$ cat config.mk
export PLATFORM = sky130hd
export DESIGN_NAME = wav_data_chunk_to_stereo_pcm_flat
export DESIGN_NICKNAME = d
export VERILOG_FILES = /design/src/rtl/wdc_pkg.sv /design/src/rtl/wdc_if.sv /design/src/rtl/wav_data_chunk_to_stereo_pcm.sv /design/src/rtl/wdc_parser.sv /design/src/rtl/wdc_out_fifo.sv /design/src/flat_wrapper.sv
export VERILOG_INCLUDE_DIRS = /design/src /design/src/rtl
export SDC_FILE = /design/constraint.sdc
export NUM_CORES = 1
export LEC_CHECK = 0
export ABC_AREA = 1
export BUFFER_PORTS_ARGS = -buffer_cell sky130_fd_sc_hd__buf_2
export CORE_AREA = 2 2 128 130
export DETAILED_ROUTE_END_ITERATION = 8
export DIE_AREA = 0 0 130 132
export PLACE_DENSITY = 0.79
export SLEW_MARGIN = 20
export SYNTH_ARGS = -nofsm -noshare
export SYNTH_HDL_FRONTEND = slang
export SYNTH_SLANG_ARGS = --single-unit
$ cat constraint.sdc
create_clock -name clk_i -period 3.4 [get_ports clk_i]
set_clock_uncertainty 0.15 [all_clocks]
set_input_delay 0.34 -clock clk_i [delete_from_list [all_inputs] [get_ports clk_i]]
set_output_delay 0.34 -clock clk_i [all_outputs]
set_load 0.02 [all_outputs]
$ cat src/rtl/assert_macros.svh
// Assertion helper macros shared by the RTL files.
// Depends on nothing; include by bare file name.
`ifndef ASSERT_MACROS_SVH
`define ASSERT_MACROS_SVH

// Implication or plain property checked every clock, masked during reset.
`define ASSERT_CLK(label, clk, rst_n, prop, msg) \
  label: assert property (@(posedge clk) disable iff (!(rst_n)) (prop)) \
    else $error(msg);

// Condition that must never hold outside reset.
`define ASSERT_NEVER(label, clk, rst_n, cond, msg) \
  label: assert property (@(posedge clk) disable iff (!(rst_n)) !(cond)) \
    else $error(msg);

`endif

$ cat src/rtl/wdc_pkg.sv
// Types and constants for the WAVE data chunk parser.
// No dependencies.
package wdc_pkg;

  localparam logic [31:0] TAG_RIFF = 32'h5249_4646;
  localparam logic [31:0] TAG_WAVE = 32'h5741_5645;
  localparam logic [31:0] TAG_DATA = 32'h6461_7461;

  localparam int unsigned FIFO_DEPTH = 4;

  typedef enum logic [2:0] {
    PH_RIFF  = 3'd0,
    PH_RSIZE = 3'd1,
    PH_WAVE  = 3'd2,
    PH_CTAG  = 3'd3,
    PH_CSIZE = 3'd4,
    PH_SKIP  = 3'd5,
    PH_DATA  = 3'd6,
    PH_DRAIN = 3'd7
  } phase_e;

  typedef enum logic [1:0] {
    KIND_FRAME = 2'd0,
    KIND_OK    = 2'd1,
    KIND_BAD   = 2'd2
  } kind_e;

  typedef struct packed {
    logic signed [15:0] sample;
    kind_e              kind;
    logic               last;
  } res_t;

  typedef struct packed {
    logic push0;
    logic push1;
    res_t r0;
    res_t r1;
  } push_t;

endpackage

$ cat src/rtl/wdc_if.sv
// Stream interfaces for the byte input and the result output.
// Depends on wdc_pkg.
interface wdc_in_if;
  logic       valid;
  logic       ready;
  logic [7:0] data_byte;
  logic       end_of_file;

  modport source (output valid, output data_byte, output end_of_file, input ready);
  modport sink (input valid, input data_byte, input end_of_file, output ready);
endinterface

interface wdc_out_if;
  logic               valid;
  logic               ready;
  logic signed [15:0] left_sample;
  logic signed [15:0] right_sample;
  wdc_pkg::kind_e     kind;
  logic               last_of_run;

  modport source (output valid, output left_sample, output right_sample, output kind,
                  output last_of_run, input ready);
  modport sink (input valid, input left_sample, input right_sample, input kind,
                input last_of_run, output ready);
endinterface

$ cat src/rtl/wav_data_chunk_to_stereo_pcm.sv
// WAVE file byte stream to 16-bit PCM, each sample driven on both the left and the right
// output: one byte accepted per cycle while the result queue has room for two results.
// Throughput: one byte per cycle while the queue has room for two; the byte carrying end of
// file may yield two results, which drain through a four-entry registered result queue.
// Reset (rst_ni low, asynchronous) restarts the parser at the RIFF tag and empties the queue.
module wav_data_chunk_to_stereo_pcm #(
  parameter int unsigned FIFO_DEPTH = wdc_pkg::FIFO_DEPTH
) (
  input  logic      clk_i,
  input  logic      rst_ni,
  wdc_in_if.sink    in_i,
  wdc_out_if.source out_o
);
  import wdc_pkg::*;

  push_t push;
  res_t  res;
  logic  space2;
  logic  acc;

  assign in_i.ready = space2;
  assign acc        = in_i.valid && in_i.ready;

  wdc_parser u_parser (
    .clk_i       (clk_i),
    .rst_ni      (rst_ni),
    .acc_i       (acc),
    .data_byte_i (in_i.data_byte),
    .eof_i       (in_i.end_of_file),
    .push_o      (push)
  );

  wdc_out_fifo #(
    .DEPTH (FIFO_DEPTH)
  ) u_fifo (
    .clk_i    (clk_i),
    .rst_ni   (rst_ni),
    .push_i   (push),
    .space2_o (space2),
    .valid_o  (out_o.valid),
    .ready_i  (out_o.ready),
    .res_o    (res)
  );

  assign out_o.left_sample  = res.sample;
  assign out_o.right_sample = res.sample;
  assign out_o.kind         = res.kind;
  assign out_o.last_of_run  = res.last;

endmodule

$ cat src/rtl/wdc_parser.sv
// RIFF/WAVE header parser state machine; emits up to two results per byte.
// Depends on wdc_pkg and assert_macros.svh.
`include "assert_macros.svh"

module wdc_parser (
  input  logic          clk_i,
  input  logic          rst_ni,
  input  logic          acc_i,
  input  logic [7:0]    data_byte_i,
  input  logic          eof_i,
  output wdc_pkg::push_t push_o
);
  import wdc_pkg::*;

  phase_e      phase_q, phase_d;
  logic [1:0]  cnt_q, cnt_d;
  logic [31:0] tag_q, tag_d;
  logic [31:0] skip_q, skip_d;
  logic [7:0]  low_q, low_d;
  logic        held_q, held_d;

  logic [31:0] tag_nx;
  logic [31:0] size_nx;
  logic        done4;
  logic        bad_tag;

  assign tag_nx = {tag_q[23:0], data_byte_i};
  assign done4  = (cnt_q == 2'd3);

  always_comb begin
    size_nx = skip_q;
    case (cnt_q)
      2'd0:    size_nx[7:0]   = skip_q[7:0]   | data_byte_i;
      2'd1:    size_nx[15:8]  = skip_q[15:8]  | data_byte_i;
      2'd2:    size_nx[23:16] = skip_q[23:16] | data_byte_i;
      default: size_nx[31:24] = skip_q[31:24] | data_byte_i;
    endcase
  end

  assign bad_tag = done4 && (((phase_q == PH_RIFF) && (tag_nx != TAG_RIFF)) ||
                             ((phase_q == PH_WAVE) && (tag_nx != TAG_WAVE)));

  // next state
  always_comb begin
    phase_d = phase_q;
    cnt_d   = cnt_q;
    tag_d   = tag_q;
    skip_d  = skip_q;
    low_d   = low_q;
    held_d  = held_q;
    if (acc_i) begin
      if (eof_i) begin
        phase_d = PH_RIFF;
        cnt_d   = '0;
        tag_d   = '0;
        skip_d  = '0;
        low_d   = '0;
        held_d  = 1'b0;
      end else begin
        case (phase_q)
          PH_RIFF, PH_WAVE, PH_CTAG: begin
            tag_d = tag_nx;
            cnt_d = cnt_q + 2'd1;
            if (done4) begin
              if (bad_tag) begin
                phase_d = PH_DRAIN;
              end else if (phase_q == PH_RIFF) begin
                phase_d = PH_RSIZE;
              end else if (phase_q == PH_WAVE) begin
                phase_d = PH_CTAG;
              end else begin
                skip_d  = '0;
                phase_d = PH_CSIZE;
              end
            end
          end
          PH_RSIZE: begin
            cnt_d = cnt_q + 2'd1;
            if (done4) phase_d = PH_WAVE;
          end
          PH_CSIZE: begin
            skip_d = size_nx;
            cnt_d  = cnt_q + 2'd1;
            if (done4) begin
              if (tag_q == TAG_DATA) begin
                phase_d = PH_DATA;
                held_d  = 1'b0;
              end else if (size_nx == '0) begin
                phase_d = PH_CTAG;
              end else begin
                phase_d = PH_SKIP;
              end
            end
          end
          PH_SKIP: begin
            skip_d = skip_q - 32'd1;
            if (skip_q == 32'd1) phase_d = PH_CTAG;
          end
          PH_DATA: begin
            if (held_q) begin
              held_d = 1'b0;
            end else begin
              low_d  = data_byte_i;
              held_d = 1'b1;
            end
          end
          default: ;
        endcase
      end
    end
  end

  // result generation
  always_comb begin
    push_o = '0;
    push_o.r0.kind = KIND_FRAME;
    push_o.r1.kind = KIND_FRAME;
    if (acc_i) begin
      case (phase_q)
        PH_RIFF, PH_WAVE, PH_RSIZE, PH_CTAG, PH_SKIP: begin
          if (bad_tag || eof_i) begin
            push_o.push0   = 1'b1;
            push_o.r0.kind = KIND_BAD;
            push_o.r0.last = 1'b1;
          end
        end
        PH_CSIZE: begin
          if (eof_i) begin
            push_o.push0   = 1'b1;
            push_o.r0.kind = (done4 && (tag_q == TAG_DATA)) ? KIND_OK : KIND_BAD;
            push_o.r0.last = 1'b1;
          end
        end
        PH_DATA: begin
          if (held_q) begin
            push_o.push0     = 1'b1;
            push_o.r0.sample = {data_byte_i, low_q};
            push_o.r0.kind   = KIND_FRAME;
            push_o.r0.last   = !eof_i;
            if (eof_i) begin
              push_o.push1   = 1'b1;
              push_o.r1.kind = KIND_OK;
              push_o.r1.last = 1'b1;
            end
          end else if (eof_i) begin
            push_o.push0   = 1'b1;
            push_o.r0.kind = KIND_OK;
            push_o.r0.last = 1'b1;
          end
        end
        default: ;
      endcase
    end
  end

  always_ff @(posedge clk_i or negedge rst_ni) begin
    if (!rst_ni) begin
      phase_q <= PH_RIFF;
      cnt_q   <= '0;
      tag_q   <= '0;
      skip_q  <= '0;
      low_q   <= '0;
      held_q  <= 1'b0;
    end else begin
      phase_q <= phase_d;
      cnt_q   <= cnt_d;
      tag_q   <= tag_d;
      skip_q  <= skip_d;
      low_q   <= low_d;
      held_q  <= held_d;
    end
  end

  `ASSERT_CLK(a_two_only_at_eof, clk_i, rst_ni, push_o.push1 |-> (push_o.push0 && eof_i), "second result without end of file")
  `ASSERT_CLK(a_eof_resets, clk_i, rst_ni, (acc_i && eof_i) |=> (phase_q == PH_RIFF && !held_q), "end of file did not restart parser")
  `ASSERT_NEVER(a_skip_zero, clk_i, rst_ni, phase_q == PH_SKIP && skip_q == '0, "skip phase with no bytes left")

endmodule

$ cat src/rtl/wdc_out_fifo.sv
// Small result queue taking up to two results per cycle, one out per transaction.
// Depends on wdc_pkg and assert_macros.svh.
`include "assert_macros.svh"

module wdc_out_fifo #(
  parameter int unsigned DEPTH = wdc_pkg::FIFO_DEPTH
) (
  input  logic           clk_i,
  input  logic           rst_ni,
  input  wdc_pkg::push_t push_i,
  output logic           space2_o,
  output logic           valid_o,
  input  logic           ready_i,
  output wdc_pkg::res_t  res_o
);
  import wdc_pkg::*;

  localparam int unsigned PW = (DEPTH > 1) ? $clog2(DEPTH) : 1;
  localparam int unsigned CW = $clog2(DEPTH + 1);
  localparam logic [PW-1:0] LAST_IDX = PW'(DEPTH - 1);

  res_t          mem_q [DEPTH];
  logic [PW-1:0] wp_q, wp_d, rp_q, rp_d, wp1;
  logic [CW-1:0] cnt_q, cnt_d;
  logic          pop;

  function automatic logic [PW-1:0] inc_ptr(input logic [PW-1:0] p);
    return (p == LAST_IDX) ? '0 : p + PW'(1);
  endfunction

  assign pop      = valid_o && ready_i;
  assign valid_o  = (cnt_q != '0);
  assign res_o    = mem_q[rp_q];
  assign space2_o = (cnt_q <= CW'(DEPTH - 2));
  assign wp1      = inc_ptr(wp_q);

  always_comb begin
    wp_d  = wp_q;
    rp_d  = rp_q;
    cnt_d = cnt_q;
    if (push_i.push0) wp_d = push_i.push1 ? inc_ptr(wp1) : wp1;
    if (pop) rp_d = inc_ptr(rp_q);
    cnt_d = cnt_q + CW'(push_i.push0) + CW'(push_i.push1) - CW'(pop);
  end

  always_ff @(posedge clk_i) begin
    if (push_i.push0) mem_q[wp_q] <= push_i.r0;
    if (push_i.push1) mem_q[wp1] <= push_i.r1;
  end

  always_ff @(posedge clk_i or negedge rst_ni) begin
    if (!rst_ni) begin
      wp_q  <= '0;
      rp_q  <= '0;
      cnt_q <= '0;
    end else begin
      wp_q  <= wp_d;
      rp_q  <= rp_d;
      cnt_q <= cnt_d;
    end
  end

  `ASSERT_NEVER(a_overflow, clk_i, rst_ni, cnt_q > CW'(DEPTH), "result queue overflow")
  `ASSERT_CLK(a_push_room, clk_i, rst_ni, push_i.push0 |-> space2_o, "push without room for two")
  `ASSERT_CLK(a_ptr_track, clk_i, rst_ni, (cnt_q == '0) |-> (wp_q == rp_q), "empty queue with unequal pointers")

endmodule

$ cat src/flat_wrapper.sv
// flat-port wrapper written by rule: the top's interface ports become plain ports
module wav_data_chunk_to_stereo_pcm_flat import wdc_pkg::*;
#(
  parameter int unsigned FIFO_DEPTH = wdc_pkg::FIFO_DEPTH
)
  (clk_i, rst_ni, in_i_valid, in_i_data_byte, in_i_end_of_file, in_i_ready, out_o_valid, out_o_left_sample, out_o_right_sample, out_o_kind, out_o_last_of_run, out_o_ready);
  wdc_in_if in_i_i ();
  wdc_out_if out_o_i ();
  input  logic clk_i;
  input  logic rst_ni;
  input wire logic [$bits(in_i_i.valid)-1:0] in_i_valid;
  input wire logic [$bits(in_i_i.data_byte)-1:0] in_i_data_byte;
  input wire logic [$bits(in_i_i.end_of_file)-1:0] in_i_end_of_file;
  output wire logic [$bits(in_i_i.ready)-1:0] in_i_ready;
  output wire logic [$bits(out_o_i.valid)-1:0] out_o_valid;
  output wire logic [$bits(out_o_i.left_sample)-1:0] out_o_left_sample;
  output wire logic [$bits(out_o_i.right_sample)-1:0] out_o_right_sample;
  output wire logic [$bits(out_o_i.kind)-1:0] out_o_kind;
  output wire logic [$bits(out_o_i.last_of_run)-1:0] out_o_last_of_run;
  input wire logic [$bits(out_o_i.ready)-1:0] out_o_ready;
  assign in_i_i.valid = in_i_valid;
  assign in_i_i.data_byte = in_i_data_byte;
  assign in_i_i.end_of_file = in_i_end_of_file;
  assign in_i_ready = in_i_i.ready;
  assign out_o_valid = out_o_i.valid;
  assign out_o_left_sample = out_o_i.left_sample;
  assign out_o_right_sample = out_o_i.right_sample;
  assign out_o_kind = out_o_i.kind;
  assign out_o_last_of_run = out_o_i.last_of_run;
  assign out_o_i.ready = out_o_ready;
  wav_data_chunk_to_stereo_pcm #(.FIFO_DEPTH(FIFO_DEPTH)) u_core (.clk_i(clk_i), .rst_ni(rst_ni), .in_i(in_i_i), .out_o(out_o_i));
endmodule
==> results by group, run 1 <==
Run status
  • Status: completed

GRT
  • Vias in the first global route: 8,584
  • Antenna violations before repair: 0
  • Largest net degree at the start of global routing: 68
  • GR Util All Layers: 31.2%
  • Met1 Usage GRT: 42.0%
  • First-pass GRT wire length: 42,800 um
  • Most used routing layer: met2
  • Met2 Use GR: 51.6%
  • GR Layer Usage met3: 5.44%
  • Global route overflow: 0

Clock network
  • CTS root buffer: clkbuf_16
  • Reg clk slew, reported paths: 0.06 ns
  • Clock net sink count: 161
  • CTS tree: yes
  • Worst-skew pair later-pin latency: 0.43 ns
  • CTS Buf Count: 17
  • CTS-repair resized insts: 0
  • H-tree depth: 4
  • Clock buffer depth: 2

Routing
  • Total number of vias: 9,338
  • Via-to-Cell Ratio: 5.73
  • ANT nets after route: 0
  • WL/cell: 16.2 um
  • Drt drc: 0
  • Drt first-iter violations: 1,132
  • Drt first pass iters: 6
  • Drt total wl: 26,500 um

Power
  • Logic pwr share: 50.4%
  • PwrDens: 973 nW/um^2
  • Share of power burned in the clock network: 18.8%
  • Net switching power: 0.00490 W
  • Leak: 5.29 nW
  • Sw Ratio: 47.8%
  • Internal: 0.00534 W
  • Flop pwr share: 30.9%
  • IR drop worst, VDD: 0.502 mV

Yosys
  • Mean Syn Cell Area: 6.92 um^2
  • Top cells by area, synth: dfrtp_1 (22%), dfxtp_1 (14%), nand2_1 (11%)
  • Synthesized area: 9600 um^2
  • Syn nets: 1,422
  • Post-Syn Instances: 1,386
  • Post-synth EDFFs: 8
  • Yosys cell types: 47
  • Yosys warns: 0
  • Most common cell in the synthesized netlist: nand2_1
  • Commonest cells in the netlist: nand2_1 (287), inv_1 (187), nor2_1 (167), o21ai_0 (118), a21oi_1 (103)
  • Post-synth top area cell: dfrtp_1
  • Ys flop type: dfrtp_1
  • #FFs+latches synth: 161
  • Post-synth ARST share: 52.8%
  • Synth top area share: 22.2%
  • Sequential element share of the synthesized area: 38.9%

STA
  • Period utilization: 85.7%
  • Post-layout min period: 2.91 ns
  • Final hold vios: 0
  • RSZ-0062 raised after global routing: no
  • Worst Tran Pin Value: 0.852 ns
  • Slew Viols, Final: 0
  • Setup TNS: 0 ns
  • # setup viols final: 0
  • Max-slew headroom at the worst pin: 42.8%
  • Max Fclk: 343 MHz

Run
  • Max cap viols: 0

Cells and area
  • Synth-to-layout area growth: 9.62%
  • Multi-input gate area: 4690 um^2
  • Final instance area: 10,500 um^2
  • Reg area: 3730 um^2
  • Fillers: 1,415
  • NumNets Final: 1,438
  • Number of inserted diodes: 0
  • Share of cells above drive strength 1: 10.6%
  • Final core occ: 67.0%

Placement
  • Post-Place Cell Area: 9930 um^2
  • RePlAce Congestion: 0.968
  • Buffers on Ports: 49
  • DP Wirelength: 18,000 um

Critical path
  • Worst setup EP type: flip-flop
  • Critical path launch point: u_core.u_parser.phase_q[0]
  • Critical setup path kind: flip-flop to flip-flop
  • Reg2reg start: u_core.u_parser.phase_q[0]
  • Req. time, crit path: 3.57 ns
  • Crit path max fanout: 5
  • Startpoint Class: flip-flop
  • Data arrival time of the worst path: 3.08 ns

Die
  • IO Pins: 50
  • Die width: 130 um
  • Row count: 46
  • Core area: 15,700 um^2
  • Die area: 17,200 um^2
  • Die H: 132 um
  • Initial Util: 61.1%

Min path
  • Hold_sp: in_i_end_of_file
  • Hold crit path type: input port to flip-flop
## kinds of logic (layout without fill, tap and decap cells)
logic type	count (synthesis)	after routing	synth area share (%)
AO/OA/AOI/OAI	265	265	14.9
multiplexers	7	7	0.821
buffers and inverters	284	313	12.4
flip-flops	161	161	38.9
XOR/XNOR	5	5	0.456
adder cells (fa/ha/maj)	23	23	3.16
AND/OR/NAND/NOR	641	641	29.4
## state kept, by name (all words and copies together), names as in the netlist
register and count:
u_core.u_fifo.cnt_q 3, u_core.u_fifo.rp_q 2, u_core.u_parser.held_q 1, u_core.u_parser.tag_q 32
u_core.u_fifo.mem_q 76, u_core.u_fifo.wp_q 2, u_core.u_parser.skip_q 32, u_core.u_parser.low_q 8
u_core.u_parser.phase_q 3, u_core.u_parser.cnt_q 2
## layout by cell type, fill, tap and decap left out, types with 7 or more instances in the layout
cell type  instances
nand3_1           70
inv_2             13
mux2_2             7
o22ai_1           15
buf_4             29
nand2_1          287
inv_1            186
a21oi_1          102
buf_2             48
dfrtp_1           85
edfxtp_1           8
dfxtp_1           68
nand4_1           67
nor3_1            26
clkbuf_16         17
o21ai_0          118
ha_1              21
nor2_1           167
## worst max-delay path, cell delays in order, from the launching register on
cell and delay (ns):
dfrtp_1 0.49, inv_2 0.15, nand2_2 0.07, nor2_1 0.13
nand2_1 0.07, nand2_1 0.06, inv_1 0.04, nand2_1 0.08
nand2_2 0.07, nand2_2 0.07, nand2_2 0.07, nand2_4 0.06
nand2_1 0.08, ha_1 0.28, inv_1 0.04, fa_1 0.37
fa_1 0.38, xnor2_1 0.13
## metrics by stage
stage	setup slack, ns	total power, W	cells	hold WS, ns
2_1_floorplan	0.199	0.00704	1386	-0.106
3_3_place_gp	0.534	0.00812	1598	0.276
3_5_place_dp	0.490	0.00822	1598	0.287
4_1_cts	0.490	0.0102	1631	0.228
5_1_grt	0.299	0.0110	1631	0.266
6_report	0.486	0.0102	1631	0.235
## final timing paths
kind / to / slack, ns / depth (start not counted)
hold / removal: u_core.u_parser.held_q / 0.24 / 4
setup / recovery: u_core.u_fifo.cnt_q[2] / 0.49 / 17
max in group asynchronous: u_core.u_parser.skip_q[9] / 1.96 / 3
hold reg to reg: u_core.u_fifo.mem_q[2][17] / 0.31 / 2
min in group asynchronous: u_core.u_fifo.rp_q[0] / 0.35 / 2
setup reg to reg: u_core.u_fifo.cnt_q[2] / 0.49 / 17
## power groups by stage
stage / combinational, W / sequential (W) / clock (W)
3_5_place_dp: 0.00505 / 0.00317 / 0
5_1_grt: 0.00577 / 0.00324 / 0.00201
6_report: 0.00515 / 0.00316 / 0.00192
4_1_cts: 0.00509 / 0.00314 / 0.00195
3_3_place_gp: 0.00497 / 0.00315 / 0
2_1_floorplan: 0.00402 / 0.00302 / 0
## per-layer routing
layer | vias to the layer above | part of all wire [%]
met5 | - | 0
met4 | 0 | 2.0
met3 | 66 | 6.7
met2 | 403 | 48
met1 | 4340 | 43
li1 | 4529 | -
## cell type report
| class | count | area share [%] |
|---|---|---|
| clock inverters | 15 | 1.51 |
| clock buffers | 17 | 4.04 |
| flip-flops and latches | 161 | 35.4 |
| multi-input cells | 941 | 44.6 |
| repair buffers | 79 | 4.64 |
| well taps | 216 | 2.57 |
| inverters | 202 | 7.21 |
## repair_timing
action,CTS,global route
hold buffers,1,0
hold endpoints to repair,51,0
buffers inserted,0,0
No activity file was read; power rests on OpenSTA's default activity.
==> run 2, diff against run 1 <==
--- a/config.mk
+++ b/config.mk
@@ -13,3 +13,3 @@
 export DIE_AREA = 0 0 130 132
-export PLACE_DENSITY = 0.79
+export PLACE_DENSITY = 0.9
 export SLEW_MARGIN = 20
==> constraint.sdc (replaced) <==
create_clock -name clk_i -period 3.4 [get_ports clk_i]
set_clock_uncertainty 0.15 [all_clocks]
set_input_delay 0 -clock clk_i [delete_from_list [all_inputs] [get_ports clk_i]]
set_output_delay 0 -clock clk_i [all_outputs]
set_load 0.02 [all_outputs]
==> run 2 against run 1 <==
Effect of this change:
- non-clock buffer count is 10 higher
- wire length is 0.93% higher
- combinational power is 0.8% higher
- global-route usage is 0.75 points higher
- clock power hardly changed
==> results by group, run 2 (synthesized netlist as in run 1, its figures left out) <==
Clock network
  • Post-CTS setup buffers: 0
  • Worst-skew pair later-pin latency: 0.43 ns
  • Clock buffer depth: 2
  • Reg clk slew, reported paths: 0.06 ns
  • CTS Buf Count: 17
  • CTS tree: yes
  • CTS root buffer: clkbuf_16
  • Clock net sink count: 161
  • H-tree depth: 4

Cells and area
  • Most frequent cells in the layout: nand2_1 (287), inv_1 (186), nor2_1 (167)
  • Share of cells above drive strength 1: 10.5%
  • Most common cell after layout, fill and taps aside: nand2_1
  • Synth-to-layout area growth: 10.5%
  • Reg area: 3730 um^2
  • Max FFs per register: 76
  • Fillers: 1,281
  • Multi-input gate area: 4690 um^2
  • Number of inserted diodes: 0
  • Biggest register: u_core.u_fifo.mem_q
  • Largest registers: u_core.u_fifo.mem_q: 76 flops, u_core.u_parser.skip_q: 32 flops, u_core.u_parser.tag_q: 32 flops
  • Finished Layout Cells: 1,641
  • NumNets Final: 1,448

STA
  • Post-layout min period: 2.94 ns
  • Setup slack after layout: 0.458 ns
  • Slew Viols, Final: 0
  • Final hold vios: 0
  • Max Fclk: 340 MHz
  • # setup viols final: 0
  • Setup TNS: 0 ns
  • Period utilization: 86.5%
  • RSZ-0062 raised after global routing: no
  • Max-slew headroom at the worst pin: 41.8%
  • Worst Tran Pin Value: 0.871 ns

Power
  • IR drop worst, VDD: 0.608 mV
  • Leak: 5.34 nW
  • PwrDens: 970 nW/um^2

Critical path
  • Critical setup path kind: flip-flop to flip-flop
  • Reg2reg start: u_core.u_parser.phase_q[0]
  • Req. time, crit path: 3.59 ns
  • Worst setup EP type: flip-flop
  • Data arrival time of the worst path: 3.14 ns
  • Reg2Reg Depth: 17
  • Startpoint Class: flip-flop
  • Critical path launch point: u_core.u_parser.phase_q[0]
  • Crit path max fanout: 5
  • RR Endpoint: u_core.u_fifo.cnt_q[2]
  • R2R Setup Slk: 0.46 ns
  • Crit path capture: u_core.u_fifo.cnt_q[2]

Die
  • Initial Util: 61.1%
  • Die width: 130 um
  • Core area: 15,700 um^2
  • IO Pins: 50
  • Die H: 132 um
  • Die area: 17,200 um^2
  • Row count: 46

Run status
  • Status: completed

Placement
  • RePlAce Congestion: 0.962
  • Dpl ws: 0.501 ns
  • DP Wirelength: 17,700 um
  • Placed Cells: 1,601
  • Buffers on Ports: 49

Run
  • Max cap viols: 0

Routing
  • Drt first pass iters: 6
  • Drt total wl: 26,700 um
  • Drt first-iter violations: 1,131
  • Drt drc: 0
  • Via-to-Cell Ratio: 5.88
  • ANT nets after route: 0
  • Total number of vias: 9,643
  • WL/cell: 16.3 um

GRT
  • Global route overflow: 0
  • GR Util All Layers: 32.0%
  • Vias in the first global route: 8,939
  • Antenna violations before repair: 0
  • Largest net degree at the start of global routing: 68
  • First-pass GRT wire length: 43,800 um

Min path
  • Hold crit path type: input port to asynchronous set/reset pin
-- run 2: cell types whose count changed in the layout (fill, tap and decap cells not counted), sizes merged --
cell         change
clkinv           -1
clkbuf           +8
buf              +3
clkinvlp         -3
inv              -3
bufinv           -1
dlygate4sd3      +7
-- run 2: area by class of cell --
class,count,share of cell area (%)
sequential,161,35.2
tap,216,2.55
clock buffer,25,4.88
clock inverter,7,0.684
timing repair buffer,89,5.36
inverter,202,7.15
multi-input combinational,941,44.2
-- run 2: power breakdown --
group	internal, W	switching (W)
Combinational	0.00165	0.00354
Sequential	0.00263	0.000553
Clock	0.00114	0.000778
Total	0.00541	0.00488
-- run 2: worst min path at each step --
stage,end,cells after the start,slack (ns),startpoint
finish,u_core.u_parser.skip_q[13],2,0.07,rst_ni
global route,u_core.u_parser.low_q[3],4,0.09,in_i_data_byte[3]
CTS,u_core.u_parser.low_q[3],4,0.04,in_i_data_byte[3]
detailed placement,u_core.u_parser.skip_q[13],1,0.01,rst_ni
global placement,u_core.u_parser.skip_q[11],1,0.008,rst_ni
floorplan,u_core.u_fifo.cnt_q[0],0,-0.45,rst_ni
-- run 2: repair_timing --
| action | 4_1_cts | 5_1_grt |
|---|---|---|
| hold buffers | 8 | 0 |
| hold endpoints to repair | 80 | 0 |
| gates resized for setup | 0 | 0 |
-- run 2: worst max-delay path, cell delays in order, from the launching register on --
cell and delay, ns:
dfrtp_1 0.48, inv_2 0.15, nand2_2 0.07, nor2_1 0.12, nand2_1 0.06, nand2_1 0.06
inv_1 0.03, nand2_1 0.08, nand2_2 0.07, nand2_2 0.07, nand2_2 0.07, nand2_4 0.06
nand2_1 0.08, ha_1 0.29, inv_1 0.05, fa_1 0.37, fa_1 0.39, xnor2_1 0.19
-- run 2: per-layer routing --
metal  wire length [um]  share of wire (%)  up-vias  global-route usage (%)
met5                  0                  0        -                       0
met1              10700                 40     4403                    42.4
met4               1280                4.8        0                    16.0
met2              12400                 46      546                    49.9
li1                   -                  -     4566                       -
met3               2330                8.7      128                    6.13
-- run 2: per-stage QoR --
step	power, W	util [%]	cell area [um^2]	hold slack [ns]
after floorplan	0.00704	-	9600	-0.446
after global placement	0.00805	63.2	9940	0.00828
after detailed placement	0.00822	63.2	9940	0.0109
after CTS	0.0102	67.5	10600	0.0428
after global routing	0.0111	67.5	10600	0.0868
final	0.0103	67.5	10600	0.0683
==> run 3, diff against run 2 <==
==> constraint.sdc (replaced) <==
create_clock -name clk_i -period 3.4 [get_ports clk_i]
set_clock_uncertainty 0.15 [all_clocks]
set_input_delay 0.68 -clock clk_i [delete_from_list [all_inputs] [get_ports clk_i]]
set_output_delay 0.68 -clock clk_i [all_outputs]
set_load 0.02 [all_outputs]
==> run 3 against run 2 <==
Effect of this change:
- sequential cell count is the same
- non-clock buffer count shrank 1
- worst hold slack gained 0.065 ns
- final area shrank 0.25%
- sequential power is essentially flat
- first-iteration DRC count grew 15%
- via count shrank 1.4%
- largest cell class unchanged
==> results by group, run 3 (synthesized netlist as in run 1, its figures left out) <==
Clock network
  • CTS-repair resized insts: 0
  • Post-CTS setup buffers: 0
  • Hold Buf Count CTS: 0
  • Clock buffer depth: 2
  • CTS tree: yes
  • H-tree depth: 4
  • Reg clk slew, reported paths: 0.07 ns
  • Worst-skew pair later-pin latency: 0.44 ns
  • Clock net sink count: 161
  • CTS Buf Count: 17
  • CTS root buffer: clkbuf_16

Die
  • Die width: 130 um
  • IO Pins: 50
  • Die area: 17,200 um^2
  • Row count: 46
  • Core area: 15,700 um^2
  • Initial Util: 61.1%
  • Die H: 132 um

Cells and area
  • Share of cells above drive strength 1: 11.2%
  • Largest registers: u_core.u_fifo.mem_q: 76 flops, u_core.u_parser.skip_q: 32 flops, u_core.u_parser.tag_q: 32 flops
  • Biggest register: u_core.u_fifo.mem_q
  • Final core occ: 67.3%
  • Number of inserted diodes: 0
  • Synth-to-layout area growth: 10.2%
  • Most common cell after layout, fill and taps aside: nand2_1
  • Most frequent cells in the layout: nand2_1 (287), inv_1 (186), nor2_1 (167)
  • Max FFs per register: 76
  • NumNets Final: 1,447
  • Finished Layout Cells: 1,639

STA
  • Slew Viols, Final: 0
  • Hold WS: 0.134 ns
  • RSZ-0062 raised after global routing: no
  • # setup viols final: 0
  • Final hold vios: 0
  • Period utilization: 90.0%
  • Max Fclk: 327 MHz
  • Setup TNS: 0 ns
  • Post-layout min period: 3.06 ns
  • Max-slew headroom at the worst pin: 51.1%
  • Worst Tran Pin Value: 0.727 ns

Routing
  • Via-to-Cell Ratio: 5.80
  • Drt first-iter violations: 1,297
  • ANT nets after route: 0
  • Drt drc: 0
  • Drt first pass iters: 6
  • Drt total wl: 26,700 um
  • WL/cell: 16.3 um
  • Total number of vias: 9,509

GRT
  • Global route overflow: 0
  • Antenna violations before repair: 0
  • Vias in the first global route: 8,858
  • First-pass GRT wire length: 43,600 um
  • GR Util All Layers: 31.9%
  • Largest net degree at the start of global routing: 68

Min path
  • Hold crit path type: input port to asynchronous set/reset pin

Critical path
  • Worst setup EP type: flip-flop
  • CP top delay family: adder cells
  • Data arrival time of the worst path: 3.23 ns
  • Critical setup path kind: flip-flop to flip-flop
  • Slowest cell on crit path: dfrtp_1
  • Crit path max fanout: 5
  • Slowest stage delay, CP: 0.50 ns
  • CP Cell Sequence: inv_2 > nand2_2 > nor2_1 > nand2_1 > nand2_1 > inv_1 > nand2_1 > nand2_2 > nand2_2 > nand2_2 > nand2_4 > nand2_1 > ha_1 > inv_1 > fa_1 > fa_1 > xnor2_1
  • Startpoint Class: flip-flop
  • R2R Setup Slk: 0.34 ns
  • Critical path buffers and inverters: 3
  • Req. time, crit path: 3.57 ns

Power
  • PwrDens: 969 nW/um^2
  • Total chip power: 0.0103 W
  • Leak: 5.34 nW
  • IR drop worst, VDD: 0.560 mV

Run
  • Max cap viols: 0

Placement
  • Placed Cells: 1,608
  • RePlAce Congestion: 0.990
  • Buffers on Ports: 49
  • DP Wirelength: 18,200 um

Run status
  • Status: completed
## run 3: cell types whose count changed in the layout (fill, tap and decap cells not counted)
cell,before,now
buf_4,33,40
clkinv_2,2,0
clkbuf_1,4,1
dlygate4sd3_1,8,0
bufinv_16,1,0
inv_4,1,4
clkbuf_16,19,20
inv_6,0,1
## run 3: power breakdown
part	switching, W	internal [W]
Clock	0.000807	0.00111
Sequential	0.000541	0.00263
Combinational	0.00353	0.00164
Total	0.00488	0.00537
## run 3: worst paths after layout
path / startpoint / endpoint / cells after the start
worst max-delay path: u_core.u_parser.phase_q[0] / u_core.u_fifo.cnt_q[2] / 17
worst min-delay path: rst_ni / u_core.u_parser.skip_q[9] / 1
worst max register to register: u_core.u_parser.phase_q[0] / u_core.u_fifo.cnt_q[2] / 17
worst min register to register: u_core.u_fifo.mem_q[3][10] / u_core.u_fifo.mem_q[3][10] / 2
max in group asynchronous: rst_ni / u_core.u_parser.tag_q[16] / 2
min in group clk_i: u_core.u_fifo.mem_q[3][10] / u_core.u_fifo.mem_q[3][10] / 2
## run 3: layer usage
metal / wire, um / global-route usage, % / share of wire (%) / vias up
li1: - / - / - / 4549
met1: 10500 / 41.7 / 39 / 4318
met2: 12500 / 49.9 / 47 / 535
met3: 2490 / 6.09 / 9.3 / 107
met4: 1190 / 17.3 / 4.4 / 0
met5: 0 / 0 / 0 / -
## run 3: through the flow
| stage | instance area (um^2) | setup slack [ns] |
|---|---|---|
| floorplan | 9600 | 0.0127 |
| global placement | 9990 | 0.285 |
| detailed placement | 9990 | 0.215 |
| CTS | 10600 | 0.390 |
| global route | 10600 | 0.189 |
| finish | 10600 | 0.341 |
## run 3: layout make-up
type | instances | area [um^2]
tap | 216 | 270
clock inverter | 8 | 60.1
sequential | 161 | 3730
timing repair buffer | 88 | 541
multi-input combinational | 941 | 4690
fill | 1290 | 5130
clock buffer | 23 | 532
inverter | 202 | 758
